--- config.mk ---
export PLATFORM = sky130hd
export DESIGN_NAME = sensor_frame_receiver_flat
export DESIGN_NICKNAME = d
export VERILOG_FILES = /design/src/rtl/sfr_pkg.sv /design/src/rtl/sfr_req_if.sv /design/src/rtl/sfr_rsp_if.sv /design/src/rtl/sfr_ctrl.sv /design/src/rtl/sfr_dp.sv /design/src/rtl/sensor_frame_receiver.sv /design/src/flat_wrapper.sv
export SDC_FILE = /design/constraint.sdc
export NUM_CORES = 1
export LEC_CHECK = 0
export ABC_AREA = 1
export BUFFER_PORTS_ARGS = -buffer_cell sky130_fd_sc_hd__buf_2
export CORE_ASPECT_RATIO = 0.8
export CORE_MARGIN = 5
export CORE_UTILIZATION = 45
export CTS_CLUSTER_SIZE = 10
export DETAILED_ROUTE_END_ITERATION = 10
export GPL_TIMING_DRIVEN = 0
export SLEW_MARGIN = 10
export SYNTH_ARGS = -nofsm -noshare
export SYNTH_HDL_FRONTEND = slang
export SYNTH_SLANG_ARGS = --single-unit
export TNS_END_PERCENT = 20
--- constraint.sdc ---
create_clock -name clock -period 3.06 [get_ports clock]
set_input_delay 0.612 -clock clock [delete_from_list [all_inputs] [get_ports clock]]
set_output_delay 0.612 -clock clock [all_outputs]
set_load 0.02 [all_outputs]
--- src/rtl/sfr_pkg.sv ---
// Shared constants, types and controller/datapath command and status structs
// for the sensor frame receiver. No dependencies.
`default_nettype none

package sfr_pkg;

   localparam int FRAME_BYTES = 32;
   localparam int WORD_COUNT  = FRAME_BYTES / 2;
   localparam int BANK_DEPTH  = (FRAME_BYTES + 1) / 2;
   localparam int POS_W       = $clog2(FRAME_BYTES);
   localparam int ADDR_W      = POS_W - 1;
   localparam int WORD_W      = $clog2(WORD_COUNT);
   localparam int BYTE_W      = 8;
   localparam int DATA_W      = 16;
   localparam int INDEX_W     = 4;

   typedef logic [BYTE_W-1:0]  byte_type;
   typedef logic [DATA_W-1:0]  data_type;
   typedef logic [POS_W-1:0]   pos_type;
   typedef logic [ADDR_W-1:0]  addr_type;
   typedef logic [WORD_W-1:0]  word_type;
   typedef logic [INDEX_W-1:0] index_type;

   // Header bytes and their positions
   localparam byte_type HDR_BYTE0   = 8'h42;
   localparam byte_type HDR_BYTE1   = 8'h4d;
   localparam byte_type HDR_LEN_VAL = 8'd28;
   localparam pos_type  HDR0_POS    = pos_type'(0);
   localparam pos_type  HDR1_POS    = pos_type'(1);
   localparam pos_type  HDR_LEN_POS = pos_type'(3);

   // Transmitted checksum sits in the last two bytes of the frame
   localparam pos_type  CHK_HI_POS  = pos_type'(FRAME_BYTES - 2);
   localparam pos_type  LAST_POS    = pos_type'(FRAME_BYTES - 1);
   localparam word_type LAST_WORD   = word_type'(WORD_COUNT - 1);

   typedef struct packed {
      logic      byte_take;
      logic      rd_en;
      addr_type  rd_addr;
      index_type rd_index;
      logic      rd_last;
   } cmd_type;

   typedef struct packed {
      logic frame_done;
   } status_type;

endpackage

`default_nettype wire

--- src/rtl/sfr_req_if.sv ---
// Byte channel into the sensor frame receiver: valid/ready plus one received byte.
// Depends on sfr_pkg.
`default_nettype none

interface sfr_req_if import sfr_pkg::*; ();
   logic     valid;
   logic     ready;
   byte_type rx_byte;

   modport source (output valid, output rx_byte, input ready);
   modport sink   (input valid, input rx_byte, output ready);
endinterface

`default_nettype wire

--- src/rtl/sfr_rsp_if.sv ---
// Word channel out of the sensor frame receiver: valid/ready plus frame word fields.
// Depends on sfr_pkg.
`default_nettype none

interface sfr_rsp_if import sfr_pkg::*; ();
   logic      valid;
   logic      ready;
   data_type  frame_word;
   index_type word_index;
   logic      last_word;
   logic      checksum_ok;

   modport source (output valid, output frame_word, output word_index,
                   output last_word, output checksum_ok, input ready);
   modport sink   (input valid, input frame_word, input word_index,
                   input last_word, input checksum_ok, output ready);
endinterface

`default_nettype wire

--- src/rtl/sfr_ctrl.sv ---
// Controller for the sensor frame receiver: collect/burst state machine,
// word counter and output valid. Depends on sfr_pkg.
`default_nettype none

module sfr_ctrl import sfr_pkg::*; (
   input  logic       clock,
   input  logic       reset,
   input  logic       req_valid,
   output logic       req_ready,
   input  logic       rsp_ready,
   output logic       rsp_valid,
   input  status_type status,
   output cmd_type    cmd
);

   typedef enum logic {
      ST_COLLECT,
      ST_BURST
   } state_type;

   state_type state_ff;
   word_type  word_ff;
   logic      rsp_valid_ff;

   always_comb begin
      req_ready     = (state_ff == ST_COLLECT);
      cmd.byte_take = req_valid && req_ready;
      // During the burst, read the next word whenever the output register is empty or drains
      cmd.rd_en     = (state_ff == ST_BURST) && (!rsp_valid_ff || rsp_ready);
      cmd.rd_addr   = addr_type'(word_ff);
      cmd.rd_index  = index_type'(word_ff);
      cmd.rd_last   = (word_ff == LAST_WORD);
   end

   assign rsp_valid = rsp_valid_ff;

   always_ff @(posedge clock) begin
      if (reset) begin
         state_ff     <= ST_COLLECT;
         word_ff      <= '0;
         rsp_valid_ff <= 1'b0;
      end else begin
         case (state_ff)
            ST_COLLECT: begin
               if (status.frame_done) begin
                  state_ff <= ST_BURST;
                  word_ff  <= '0;
               end
            end
            ST_BURST: begin
               if (cmd.rd_en) begin
                  word_ff <= word_ff + word_type'(1);
                  if (cmd.rd_last) begin
                     state_ff <= ST_COLLECT;
                  end
               end
            end
            default: begin
               state_ff <= ST_COLLECT;
            end
         endcase

         if (cmd.rd_en) begin
            rsp_valid_ff <= 1'b1;
         end else if (rsp_ready) begin
            rsp_valid_ff <= 1'b0;
         end
      end
   end

   a_done_only_collect: assert property (@(posedge clock) disable iff (reset)
      status.frame_done |-> state_ff == ST_COLLECT)
      else $error("frame completed outside collect state");

   a_burst_starts_at_zero: assert property (@(posedge clock) disable iff (reset)
      status.frame_done |=> (state_ff == ST_BURST && word_ff == '0))
      else $error("burst did not start at word zero");

   a_burst_ends_on_last: assert property (@(posedge clock) disable iff (reset)
      cmd.rd_en && cmd.rd_last |=> state_ff == ST_COLLECT && rsp_valid_ff)
      else $error("burst did not end after last word read");

endmodule

`default_nettype wire

--- src/rtl/sfr_dp.sv ---
// Datapath for the sensor frame receiver: byte position, header check, running
// sum, checksum compare, even/odd frame store and output registers. Depends on sfr_pkg.
`default_nettype none

module sfr_dp import sfr_pkg::*; (
   input  logic       clock,
   input  logic       reset,
   input  cmd_type    cmd,
   output status_type status,
   input  byte_type   rx_byte,
   output data_type   frame_word,
   output index_type  word_index,
   output logic       last_word,
   output logic       checksum_ok
);

   pos_type   pos_ff;
   pos_type   pos_in;
   data_type  sum_ff;
   data_type  sum_in;
   byte_type  chk_hi_ff;
   logic      ok_ff;
   logic      hdr_bad;
   logic      frame_done;
   addr_type  wr_addr;

   byte_type  even_mem [BANK_DEPTH];
   byte_type  odd_mem  [BANK_DEPTH];

   data_type  out_word_ff;
   index_type out_index_ff;
   logic      out_last_ff;
   logic      out_ok_ff;

   always_comb begin
      hdr_bad = ((pos_ff == HDR0_POS)    && (rx_byte != HDR_BYTE0)) ||
                ((pos_ff == HDR1_POS)    && (rx_byte != HDR_BYTE1)) ||
                ((pos_ff == HDR_LEN_POS) && (rx_byte != HDR_LEN_VAL));
      frame_done        = cmd.byte_take && (pos_ff == LAST_POS);
      status.frame_done = frame_done;
      wr_addr           = pos_ff[POS_W-1:1];

      pos_in = pos_ff;
      sum_in = sum_ff;
      if (cmd.byte_take) begin
         if (hdr_bad || frame_done) begin
            pos_in = '0;
            sum_in = '0;
         end else begin
            pos_in = pos_ff + pos_type'(1);
            if (pos_ff < CHK_HI_POS) begin
               sum_in = sum_ff + data_type'(rx_byte);
            end
         end
      end
   end

   always_ff @(posedge clock) begin
      if (reset) begin
         pos_ff <= '0;
         sum_ff <= '0;
      end else begin
         pos_ff <= pos_in;
         sum_ff <= sum_in;
      end
   end

   // Hold the high checksum byte; compare on the final byte
   always_ff @(posedge clock) begin
      if (cmd.byte_take && pos_ff == CHK_HI_POS) begin
         chk_hi_ff <= rx_byte;
      end
      if (frame_done) begin
         ok_ff <= ({chk_hi_ff, rx_byte} == sum_ff);
      end
   end

   // Frame store: even bytes and odd bytes in two banks, one word per address
   always_ff @(posedge clock) begin
      if (cmd.byte_take && !hdr_bad) begin
         if (pos_ff[0]) begin
            odd_mem[wr_addr] <= rx_byte;
         end else begin
            even_mem[wr_addr] <= rx_byte;
         end
      end
   end

   // Registered read doubles as the output register
   always_ff @(posedge clock) begin
      if (cmd.rd_en) begin
         out_word_ff  <= {even_mem[cmd.rd_addr], odd_mem[cmd.rd_addr]};
         out_index_ff <= cmd.rd_index;
         out_last_ff  <= cmd.rd_last;
         out_ok_ff    <= ok_ff;
      end
   end

   assign frame_word  = out_word_ff;
   assign word_index  = out_index_ff;
   assign last_word   = out_last_ff;
   assign checksum_ok = out_ok_ff;

   a_pos_in_range: assert property (@(posedge clock) disable iff (reset)
      pos_ff <= LAST_POS)
      else $error("byte position beyond frame");

   a_bad_header_restarts: assert property (@(posedge clock) disable iff (reset)
      cmd.byte_take && hdr_bad |=> pos_ff == '0 && sum_ff == '0)
      else $error("bad header byte did not restart the hunt");

   a_done_restarts: assert property (@(posedge clock) disable iff (reset)
      frame_done |=> pos_ff == '0 && sum_ff == '0)
      else $error("completed frame did not restart the hunt");

endmodule

`default_nettype wire

--- src/rtl/sensor_frame_receiver.sv ---
// Sensor frame receiver: one byte per cycle while hunting/collecting a frame.
// After the edge that takes the final byte the controller enters its burst state; word 0
// reaches rsp_ch once a read loads the output register. Throughput: 16 words leave one per
// cycle (rsp_ch stalls hold the burst); req_ch is held off for the burst.
// Reset (synchronous, active high) restarts the hunt at byte 0; the frame store is not cleared.
`default_nettype none

module sensor_frame_receiver import sfr_pkg::*; (
   input  logic         clock,
   input  logic         reset,
   sfr_req_if.sink      req_ch,
   sfr_rsp_if.source    rsp_ch
);

   cmd_type    cmd;
   status_type status;
   logic       req_ready;
   logic       rsp_valid;

   // Controller: accept bytes while collecting, sequence the word burst
   sfr_ctrl u_ctrl (
      .clock     (clock),
      .reset     (reset),
      .req_valid (req_ch.valid),
      .req_ready (req_ready),
      .rsp_ready (rsp_ch.ready),
      .rsp_valid (rsp_valid),
      .status    (status),
      .cmd       (cmd)
   );

   // Datapath: check header, sum bytes, store frame, drive word payload
   sfr_dp u_dp (
      .clock       (clock),
      .reset       (reset),
      .cmd         (cmd),
      .status      (status),
      .rx_byte     (req_ch.rx_byte),
      .frame_word  (rsp_ch.frame_word),
      .word_index  (rsp_ch.word_index),
      .last_word   (rsp_ch.last_word),
      .checksum_ok (rsp_ch.checksum_ok)
   );

   assign req_ch.ready = req_ready;
   assign rsp_ch.valid = rsp_valid;

endmodule

`default_nettype wire
--- src/flat_wrapper.sv ---
// flat-port wrapper written by rule: the top's interface ports become plain ports
module sensor_frame_receiver_flat import sfr_pkg::*;
  (clock, reset, req_ch_valid, req_ch_rx_byte, req_ch_ready, rsp_ch_valid, rsp_ch_frame_word, rsp_ch_word_index, rsp_ch_last_word, rsp_ch_checksum_ok, rsp_ch_ready);
  sfr_req_if req_ch_i ();
  sfr_rsp_if rsp_ch_i ();
  input  logic clock;
  input  logic reset;
  input wire logic [$bits(req_ch_i.valid)-1:0] req_ch_valid;
  input wire logic [$bits(req_ch_i.rx_byte)-1:0] req_ch_rx_byte;
  output wire logic [$bits(req_ch_i.ready)-1:0] req_ch_ready;
  output wire logic [$bits(rsp_ch_i.valid)-1:0] rsp_ch_valid;
  output wire logic [$bits(rsp_ch_i.frame_word)-1:0] rsp_ch_frame_word;
  output wire logic [$bits(rsp_ch_i.word_index)-1:0] rsp_ch_word_index;
  output wire logic [$bits(rsp_ch_i.last_word)-1:0] rsp_ch_last_word;
  output wire logic [$bits(rsp_ch_i.checksum_ok)-1:0] rsp_ch_checksum_ok;
  input wire logic [$bits(rsp_ch_i.ready)-1:0] rsp_ch_ready;
  assign req_ch_i.valid = req_ch_valid;
  assign req_ch_i.rx_byte = req_ch_rx_byte;
  assign req_ch_ready = req_ch_i.ready;
  assign rsp_ch_valid = rsp_ch_i.valid;
  assign rsp_ch_frame_word = rsp_ch_i.frame_word;
  assign rsp_ch_word_index = rsp_ch_i.word_index;
  assign rsp_ch_last_word = rsp_ch_i.last_word;
  assign rsp_ch_checksum_ok = rsp_ch_i.checksum_ok;
  assign rsp_ch_i.ready = rsp_ch_ready;
  sensor_frame_receiver u_core (.clock(clock), .reset(reset), .req_ch(req_ch_i), .rsp_ch(rsp_ch_i));
endmodule
==> qor.txt, run 1 <==
reg2reg end -> u_core.u_dp.odd_mem[10][1]
crit path DAT -> 3.03 ns
GRT overflow -> 0
status -> complete, no violations
P_leak -> 5.12 nW
worst-margin pin slew -> 1.09 ns
path type of the worst min-delay path -> in -> reg
Final min period -> 2.91 ns
multiplexer share of the synthesized area -> 0
crit end category -> flop
Yosys top cell area share -> 0.646
top cell type by total area after synthesis -> edfxtp_1
Pwr Total -> 8.70 mW
Post-synth EDFFs -> 287
Clock Tree Buf Depth -> 3
CTS tree -> done
Power Density -> 579 nW/µm²
Post-synth top cells -> edfxtp_1, nor2_1, nand2_1
All-Layer GR Usage -> 0.238
Root Buffer -> clkbuf_16
hold path startpoint -> reset
Setup WS post-layout -> 0.152 ns
first-pass GRT wire length -> 58,000 µm
Crit Path Max Fanout -> 36
Worst Hold End -> u_core.u_dp.pos_ff[4]
crit start category -> input pin
YS warnings -> 0
pre-CTS setup slack -> -0.606 ns
critical path type -> in -> reg
Fmax -> 0.344 GHz
IO Port Bufs -> 35
placed cells -> 1,555
sequential area share after synthesis -> 0.686
non-filler cells, final -> 1,609
hold buffers post-CTS -> 0
Max-slew headroom -> 0.274
Syn Area/Cell -> 11.7 µm²
TritonCTS buffer count -> 37
Final setup violation count -> 0
Hold WS -> 0.373 ns
unrepaired setup endpoints after global routing -> no
Filler Cell Count -> 2,562
Synth area leaders -> edfxtp_1, nor2_1, o21ai_0
syn nets -> 1,170
Top Ports -> 36
Synth async-reset ratio -> 0
most numerous cell in the Yosys netlist -> edfxtp_1
Detailed Place HPWL -> 25,100 µm
Max-Cap Viols -> 0
num rows -> 56
synthesized area -> 13,300 µm²
starting density of the core -> 0.456
Worst Hold Depth -> 2
complex-gate fraction of the synthesized area -> 0.109
TritonCTS Sinks -> 314
nets@finish -> 1,244
pin count of the biggest net entering global routing -> 37
Max Slew Vio Count -> 0
Final Hold Fails -> 0
Synth Area in Adders -> 0.0146
final design utilization -> 0.513
GPL Wtd Cong -> 0.947
synthesis-stage register bit count -> 314
Pre-antenna DRT Iters -> 7
Synth Area in Simple Gates -> 0.143
Chip Width -> 203 µm
R2R Path Start -> u_core.u_dp.pos_ff[0]
fin crit share -> 0.950
vias in the first global route -> 8,973
H-tree depth -> 2
Via density -> 5.79
Top FF cell, synth -> edfxtp_1
clock-pin slew on the worst setup and hold paths -> 0.05 ns
full die area -> 33,200 µm²
CORE AREA -> 29,300 µm²
Syn Inst Count -> 1,143
# diodes -> 0
postcts setup bufs -> 0
drt drc -> 0
worst skew pair latency -> 0.52 ns
Area growth syn-to-layout -> 12.6%
critical path data required time -> 3.19 ns
post-route ant nets -> 0
initial antenna violation count -> 0
Vias -> 9,324
final wirelength -> 39,600 µm
proportion of layout cells with a drive suffix above 1 -> 0.117
Die Span Y -> 164 µm
Avg WL per Cell -> 24.6 µm
flop2flop setup slack -> 0.33 ns
initial drt markers -> 1,193
Peak VDD IR -> 0.326 mV
Post-Synth XOR/XNOR Area -> 0.00788
clk_skew -> 0.0206 ns
Yosys cell types -> 39
largest family of logic cells by synthesized area -> simple AND/OR/NAND/NOR gates
r2r worst-path depth -> 9
[cells in the final DEF, fill, tap and decap left out, drive strengths merged, types with 21 or more instances in the layout]
| master | n |
|---|---|
| clkbuf | 90 |
| nor2 | 221 |
| dfxtp | 27 |
| inv | 65 |
| nand3 | 57 |
| a21oi | 21 |
| o221ai | 45 |
| edfxtp | 287 |
| buf | 56 |
| o21ai | 129 |
| nand2 | 143 |
[final cells by class]
class                   count  area [µm²]  share of cell area
repair buffers             35         175              0.0117
flip-flops and latches    314        9160               0.609
well taps                 377         472              0.0314
inverters                  64         240              0.0160
multi-input cells         704        3710               0.247
plain buffers              61         272              0.0181
clock buffers              50         975              0.0648
clock inverters             4        26.3             0.00175
[state kept, by name, summed over array words and instances, names as in the netlist]
| signal | count |
|---|---|
| u_core.u_dp.frame_word | 16 |
| u_core.u_dp.odd_mem | 128 |
| u_core.u_ctrl.state_ff | 1 |
| u_core.u_dp.word_index | 4 |
| u_core.u_ctrl.rsp_valid | 1 |
| u_core.u_dp.pos_ff | 5 |
| u_core.u_dp.even_mem | 128 |
| u_core.u_ctrl.word_ff | 4 |
| u_core.u_dp.sum_ff | 16 |
| u_core.u_dp.chk_hi_ff | 8 |
| u_core.u_dp.checksum_ok | 1 |
| u_core.u_dp.last_word | 1 |
| u_core.u_dp.ok_ff | 1 |
[report_power, final]
part           internal, mW  switching, mW
Sequential             4.68        0.00761
Combinational        0.0398          0.146
Clock                  2.20           1.62
Total                  6.92           1.77
[worst max-delay path by stage]
stage	from	end	slack, ns	cells after the start
finish	req_ch_rx_byte[2]	u_core.u_dp.odd_mem[10][1]	0.15	9
global route	req_ch_rx_byte[4]	u_core.u_dp.even_mem[10][0]	0.002	10
CTS	req_ch_rx_byte[2]	u_core.u_dp.even_mem[13][2]	0.004	10
detailed placement	req_ch_rx_byte[2]	u_core.u_dp.odd_mem[15][1]	-0.61	10
global placement	req_ch_rx_byte[2]	u_core.u_dp.odd_mem[8][4]	-0.49	10
floorplan	req_ch_rx_byte[1]	u_core.u_dp.even_mem[15][0]	0.83	10
[per-stage QoR]
step | cell area (µm²) | TNS [ns]
floorplan | 13300 | 0
global placement | 14000 | -66.38
detailed placement | 14000 | -91.98
CTS | 15000 | 0
global route | 15000 | 0
finish | 15000 | 0
[layer usage]
metal | vias up | GRT usage | wire (µm)
li1 | 4245 | - | -
met4 | 0 | 0.0808 | 1200
met3 | 79 | 0.0567 | 4200
met1 | 4503 | 0.343 | 17000
met5 | - | 0 | 0
met2 | 497 | 0.358 | 17200
[cells by family (layout without fill, tap and decap cells)]
group	Yosys count	in the layout
simple gates	441	441
compound gates	236	236
xor+xnor	12	12
fa+ha+maj	15	15
flops	314	314
buf+inv	125	214
[what timing repair did]
item / 4_1_cts / 5_1_grt
setup endpoints to repair: 23 / 73
pin swaps: 0 / 0
endpoints found under the hold margin: 0 / 0
gates resized for setup: 4 / 11
[worst max-delay path, cell delays in order]
cell	delay, ns
buf_2	0.63
nand2_1	0.16
nor2_1	0.14
nand2_1	0.07
nand2_2	0.11
nand2_1	0.10
nor2_4	0.18
nand3_4	0.16
nor2_1	0.85
Power figures use the tool's default switching activity.
==> inputs of run 2 (changes only) <==
- ABC_AREA: 1 -> not set
- PLACE_DENSITY: not set -> 0.59
==> run 2 against run 1 <==
  * Maximum frequency fell by 1.4%
  * Clock skew rose by 0.0034 ns
  * Hold slack better by 0.077 ns
  * Routed wire length shrank 28%
  * Critical endpoint is now u_core.u_dp.even_mem[1][0]
  * Largest cell class unchanged
  * Highest routed layer unchanged
==> qor.txt, run 2 <==
status -> complete, no violations (unchanged)
All-Layer GR Usage -> 0.182 (was 0.238)
non-filler cells, final -> 1,115 (was 1,609)
Fmax -> 0.339 GHz (was 0.344 GHz)
Yosys top cell area share -> 0.688 (was 0.646)
Post-Synth XOR/XNOR Area -> 0.00979 (was 0.00788)
multi-input logic area -> 3250 µm² (was 3710 µm²)
vias in the first global route -> 6,605 (was 8,973)
YS warnings -> 0 (unchanged)
CTS tree -> done (unchanged)
Worst Hold End -> u_core.u_dp.sum_ff[4] (was u_core.u_dp.pos_ff[4])
reg2reg end -> u_core.u_dp.frame_word[15] (was u_core.u_dp.odd_mem[10][1])
Crit Path Max Fanout -> 36 (unchanged)
synthesized area -> 12,500 µm² (was 13,300 µm²)
Regs by FF count -> u_core.u_dp.even_mem (128), u_core.u_dp.odd_mem (128) (unchanged)
syn nets -> 681 (was 1,170)
top cell type by total area after synthesis -> edfxtp_1 (unchanged)
crit end category -> flop (unchanged)
Setup TNS Final -> 0 ns (unchanged)
Filler Cell Count -> 2,165 (was 2,562)
proportion of layout cells with a drive suffix above 1 -> 0.245 (was 0.117)
most numerous cell in the Yosys netlist -> edfxtp_1 (unchanged)
Chip Width -> 196 µm (was 203 µm)
full die area -> 31,300 µm² (was 33,200 µm²)
Final Hold Fails -> 0 (unchanged)
flop2flop setup slack -> 0.15 ns (was 0.33 ns)
CP startpoint -> req_ch_rx_byte[6] (was req_ch_rx_byte[2])
fin crit share -> 0.964 (was 0.950)
multiplexer share of the synthesized area -> 0.144 (was 0)
R2R Path Start -> u_core.u_ctrl.word_ff[0] (was u_core.u_dp.pos_ff[0])
TritonCTS Sinks -> 314 (unchanged)
Syn Area/Cell -> 19.1 µm² (was 11.7 µm²)
sequential area share after synthesis -> 0.731 (was 0.686)
Clock Tree Buf Depth -> 3 (unchanged)
num rows -> 54 (was 56)
Final min period -> 2.95 ns (was 2.91 ns)
Top Ports -> 36 (unchanged)
Syn Inst Count -> 654 (was 1,143)
CORE AREA -> 27,400 µm² (was 29,300 µm²)
Synth Area in Adders -> 0.0156 (was 0.0146)
Power Density -> 606 nW/µm² (was 579 nW/µm²)
clk_skew -> 0.0240 ns (was 0.0206 ns)
nets@finish -> 757 (was 1,244)
Worst Hold Depth -> 2 (unchanged)
IO Port Bufs -> 35 (unchanged)
path type of the worst min-delay path -> reg -> reg (was in -> reg)
crit start category -> input pin (unchanged)
pre-CTS setup slack -> -0.465 ns (was -0.606 ns)
critical path data required time -> 3.19 ns (about the same)
pin count of the biggest net entering global routing -> 39 (was 37)
hold path startpoint -> u_core.u_dp.sum_ff[4] (was reset)
GRT overflow -> 0 (unchanged)
complex-gate fraction of the synthesized area -> 0.0357 (was 0.109)
Final setup violation count -> 0 (unchanged)
synthesis-stage register bit count -> 314 (unchanged)
crit path DAT -> 3.08 ns (was 3.03 ns)
post-route ant nets -> 0 (unchanged)
GPL Wtd Cong -> 0.845 (was 0.947)
Die Span Y -> 159 µm (was 164 µm)
largest incremental delay on the critical path -> 0.73 ns (was 0.85 ns)
initial antenna violation count -> 0 (unchanged)
Max-slew headroom -> 0.277 (was 0.274)
P_leak -> 4.39 nW (was 5.12 nW)
final wirelength -> 28,300 µm (was 39,600 µm)
clock-pin slew on the worst setup and hold paths -> 0.05 ns (about the same)
hold buffers post-CTS -> 0 (unchanged)
Vias -> 6,478 (was 9,324)
commonest non-fill, non-tap cell in the layout -> edfxtp_1 (unchanged)
Synth async-reset ratio -> 0 (unchanged)
TritonCTS buffer count -> 37 (unchanged)
unrepaired setup endpoints after global routing -> yes (was no)
Yosys cell types -> 50 (was 39)
FF/Latch Area -> 9160 µm² (unchanged)
Max Slew Vio Count -> 0 (unchanged)
postcts setup bufs -> 0 (unchanged)
largest family of logic cells by synthesized area -> multiplexers (was simple AND/OR/NAND/NOR gates)
Post-synth top cells -> edfxtp_1, mux4_2, nor2_1 (was edfxtp_1, nor2_1, nand2_1)
Detailed Place HPWL -> 17,900 µm (was 25,100 µm)
Max-Cap Viols -> 0 (unchanged)
Top FF cell, synth -> edfxtp_1 (unchanged)
drt drc -> 0 (unchanged)
Avg WL per Cell -> 25.4 µm (was 24.6 µm)
worst-margin pin slew -> 1.08 ns (was 1.09 ns)
initial drt markers -> 642 (was 1,193)
placed cells -> 1,055 (was 1,555)
Root Buffer -> clkbuf_16 (unchanged)
H-tree depth -> 2 (unchanged)
Peak VDD IR -> 0.349 mV (was 0.326 mV)
Area growth syn-to-layout -> 14.0% (was 12.6%)
Pre-antenna DRT Iters -> 7 (unchanged)
critical path type -> in -> reg (unchanged)
first-pass GRT wire length -> 42,700 µm (was 58,000 µm)
Post-synth EDFFs -> 287 (unchanged)
starting density of the core -> 0.458 (was 0.456)
Synth area leaders -> edfxtp_1, mux4_2, dfxtp_1 (was edfxtp_1, nor2_1, o21ai_0)
commonest cells after routing, fill and taps aside -> edfxtp_1, mux4_2, nor2_1 (was edfxtp_1, nor2_1, nand2_1)
r2r worst-path depth -> 5 (was 9)
critical-path cell list -> buf_2 -> or4b_4 -> o311ai_4 -> nand3_1 -> nor3_2 (was buf_2 -> nand2_1 -> nor2_1 -> nand2_1 -> nand2_2 -> nand2_1 -> nor2_4 -> nand3_4 -> nor2_1)
Via density -> 5.81 (was 5.79)
Synth Area in Simple Gates -> 0.0512 (was 0.143)
Setup WS post-layout -> 0.110 ns (was 0.152 ns)
final design utilization -> 0.522 (was 0.513)
CP max-delay cell -> nor3_2 (was nor2_1)
worst skew pair latency -> 0.52 ns (about the same)
# diodes -> 0 (unchanged)
[run 2: changes by cell type in the layout (fill, tap and decap cells not counted), moves of 10 or more]
cell      before  now
nand2_1      137   21
o21ai_0      129    9
o22ai_1       19    1
o211ai_1      19    3
mux4_2         0   80
inv_1         61    9
nor2_1       200   40
clkbuf_1      53   34
o221ai_1      45    0
nand3_2       10    0
nor2_2        18    0
nand3_1       45   15
[run 2: cell type report]
cell class	count	share of cell area
flip-flops and latches	314	0.642
multi-input cells	300	0.228
clock buffers	57	0.0708
well taps	364	0.0319
repair buffers	37	0.0142
plain buffers	30	0.00938
inverters	10	0.00263
clock inverters	3	0.00158
[run 2: critical path, delay by kind of cell]
| kind | cells | cell delay, ns |
|---|---|---|
| buffers and inverters | 1 | 0.53 |
| AOI/OAI and AO/OA | 1 | 0.31 |
| and+or+nand+nor | 3 | 1.61 |
[run 2: worst max-delay path by stage]
stage,slack [ns],depth (start not counted),end
3_3_place_gp,-0.74,5,u_core.u_dp.even_mem[0][2]
5_1_grt,-0.04,5,u_core.u_dp.odd_mem[1][4]
2_1_floorplan,0.44,4,u_core.u_dp.even_mem[0][0]
6_report,0.11,5,u_core.u_dp.even_mem[1][0]
4_1_cts,-0.02,4,u_core.u_dp.frame_word[15]
3_5_place_dp,-0.47,5,u_core.u_dp.even_mem[0][2]
[run 2: metrics by stage]
step                      hold slack [ns]  area, µm²  power, mW
after floorplan                     0.400      12500       4.79
after global placement              0.428      13200       4.87
after detailed placement            0.416      13200       4.88
after CTS                           0.431      14300       8.74
after global routing                0.456      14300       8.94
final                               0.450      14300       8.65
[run 2: kinds of logic after synthesis]
family | after synthesis
fa+ha+maj | 15
simple gates | 127
flops | 314
xor+xnor | 14
mux | 80
buf+inv | 40
compound gates | 64
[run 2: report_power, final]
| group | internal [mW] | switching [mW] | leakage [nW] | total [mW] |
|---|---|---|---|---|
| logic | 0.0188 | 0.0963 | 1.10 | 0.115 |
| clock network | 2.26 | 1.60 | 0.499 | 3.86 |
| registers | 4.67 | 0.000160 | 2.79 | 4.67 |
[run 2: repair_timing]
item	CTS	global route
pin swaps	0	0
setup endpoints to repair	8	28
resized for setup	2	5
[run 2: per-layer routing]
layer  routed length [µm]  part of all wire  track usage  up-vias
met5                    0                 0            0        -
met4                  394             0.014       0.0422        0
met1                13300              0.47        0.286     3375
met3                 1860             0.066       0.0391       35
li1                     -                 -            -     2837
met2                12800              0.45        0.262      231
==> inputs of run 3 (changes only) <==
- CORE_UTILIZATION: 45 -> 40
- CTS_BUF_LIST: not set -> sky130_fd_sc_hd__clkbuf_4 sky130_fd_sc_hd__clkbuf_8 sky130_fd_sc_hd__clkbuf_16
- PLACE_DENSITY: 0.59 -> 0.53
==> run 3 against run 2 <==
  * Total power grew 1.3%
  * Critical endpoint is now u_core.u_dp.odd_mem[0][1]
  * Combinational power is essentially flat
  * Final area increased by 0.87%
  * Count of clock-buffer cells in the layout decreased by 7
  * Largest cell class unchanged
==> qor.txt, run 3 (same netlist as run 2, synthesis figures left out) <==
Regs by FF count -> u_core.u_dp.even_mem (128), u_core.u_dp.odd_mem (128) (unchanged)
Avg WL per Cell -> 24.3 µm (was 25.4 µm)
Die Span Y -> 168 µm (was 159 µm)
cell-internal power -> 7.07 mW (was 6.95 mW)
P_leak -> 4.43 nW (was 4.39 nW)
Detailed Place HPWL -> 17,900 µm (about the same)
post-route ant nets -> 0 (unchanged)
nets@finish -> 756 (was 757)
postcts setup bufs -> 0 (unchanged)
sequential fraction of design power -> 0.533 (was 0.540)
Peak VDD IR -> 0.280 mV (was 0.349 mV)
Comb power frac -> 0.013 (about the same)
met3 Usage GRT -> 0.0307 (was 0.0391)
Post-Layout Inst Area -> 14,400 µm² (was 14,300 µm²)
grt met1 use -> 0.245 (was 0.286)
GPL Wtd Cong -> 0.795 (was 0.845)
starting density of the core -> 0.402 (was 0.458)
switch share -> 0.193 (was 0.197)
Pre-antenna DRT Iters -> 5 (was 7)
commonest cells after routing, fill and taps aside -> edfxtp_1, mux4_2, buf_2, nor2_1, clkbuf_16 (was edfxtp_1, mux4_2, nor2_1)
crit start category -> input pin (unchanged)
Psw -> 1.69 mW (was 1.70 mW)
final wirelength -> 28,300 µm (about the same)
Setup TNS Final -> 0 ns (unchanged)
worst skew pair latency -> 0.52 ns (about the same)
Root Buffer -> clkbuf_16 (unchanged)
most used routing layer -> met2 (was met1)
commonest non-fill, non-tap cell in the layout -> edfxtp_1 (unchanged)
Max Slew Vio Count -> 0 (unchanged)
vias in the first global route -> 6,467 (was 6,605)
Setup WS post-layout -> 0.0984 ns (was 0.110 ns)
Via density -> 5.50 (was 5.81)
critical path data required time -> 3.19 ns (about the same)
Max-Cap Viols -> 0 (unchanged)
non-filler cells, final -> 1,162 (was 1,115)
worst-margin pin slew -> 1.07 ns (was 1.08 ns)
fin crit share -> 0.968 (was 0.964)
H-tree depth -> 2 (unchanged)
TritonCTS buffer count -> 37 (unchanged)
Fmax -> 0.338 GHz (was 0.339 GHz)
Crit Path Max Fanout -> 36 (unchanged)
proportion of layout cells with a drive suffix above 1 -> 0.264 (was 0.245)
crit end category -> flop (unchanged)
initial antenna violation count -> 1 (was 0)
Area growth syn-to-layout -> 15.0% (was 14.0%)
status -> complete, no violations (unchanged)
clock-pin slew on the worst setup and hold paths -> 0.05 ns (about the same)
Final Hold Fails -> 0 (unchanged)
critical path type -> in -> reg (unchanged)
M2 GR Usage -> 0.246 (was 0.262)
CTS tree -> done (unchanged)
All-Layer GR Usage -> 0.162 (was 0.182)
num rows -> 58 (was 54)
CORE AREA -> 31,100 µm² (was 27,400 µm²)
Power Density -> 609 nW/µm² (was 606 nW/µm²)
Clock Tree Buf Depth -> 3 (unchanged)
unrepaired setup endpoints after global routing -> yes (unchanged)
Pwr Total -> 8.77 mW (was 8.65 mW)
Chip Width -> 208 µm (was 196 µm)
Final min period -> 2.96 ns (was 2.95 ns)
placed cells -> 1,110 (was 1,055)
clock power share -> 0.453 (was 0.447)
Top Ports -> 36 (unchanged)
post-CTS sizing -> 2 (unchanged)
full die area -> 35,000 µm² (was 31,300 µm²)
pre-CTS setup slack -> -0.447 ns (was -0.465 ns)
Max-slew headroom -> 0.288 (was 0.277)
TritonCTS Sinks -> 314 (unchanged)
final design utilization -> 0.463 (was 0.522)
# diodes -> 0 (unchanged)
Vias -> 6,387 (was 6,478)
Final setup violation count -> 0 (unchanged)
clk_skew -> 0.0203 ns (was 0.0240 ns)
initial drt markers -> 534 (was 642)
IO Port Bufs -> 35 (unchanged)
Cell Area, Placed -> 13,300 µm² (was 13,200 µm²)
path type of the worst min-delay path -> reg -> reg (unchanged)
hold buffers post-CTS -> 0 (unchanged)
first-pass GRT wire length -> 42,500 µm (was 42,700 µm)
drt drc -> 0 (unchanged)
Hold WS -> 0.449 ns (was 0.450 ns)
crit path DAT -> 3.09 ns (was 3.08 ns)
pin count of the biggest net entering global routing -> 39 (unchanged)
GRT overflow -> 0 (unchanged)
-- run 3: power groups by stage --
stage | clock, mW | combinational (mW) | sequential [mW]
after floorplan | 0 | 0.0321 | 4.76
after global placement | 0 | 0.113 | 4.76
after detailed placement | 0 | 0.120 | 4.76
after CTS | 4.07 | 0.121 | 4.67
after global routing | 4.25 | 0.130 | 4.67
final | 3.97 | 0.118 | 4.68
-- run 3: metal layers --
| layer | share of wire | up-vias |
|---|---|---|
| li1 | - | 2827 |
| met1 | 0.48 | 3369 |
| met2 | 0.46 | 155 |
| met3 | 0.052 | 36 |
| met4 | 0.016 | 0 |
| met5 | 0 | - |
-- run 3: worst max-delay path, stage by stage --
cell	delay, ns
buf_2	0.53
or4b_4	0.57
o311ai_4	0.30
nand3_1	0.30
nor3_2	0.74
-- run 3: final cells by class --
cell class,instances,area (µm²)
multi-input combinational,300,3260
tap,420,526
buffer,30,135
clock inverter,2,36.3
clock buffer,50,1050
sequential,314,9160
timing repair buffer,36,203
fill,2644,16700
inverter,10,37.5
-- run 3: final timing paths --
path	startpoint	cells after the start	slack (ns)	endpoint
setup / recovery	req_ch_rx_byte[6]	5	0.1	u_core.u_dp.odd_mem[0][1]
hold / removal	u_core.u_dp.ok_ff	0	0.45	u_core.u_dp.checksum_ok
setup reg to reg	u_core.u_ctrl.word_ff[0]	4	0.18	u_core.u_dp.frame_word[6]
hold reg to reg	u_core.u_dp.ok_ff	0	0.45	u_core.u_dp.checksum_ok
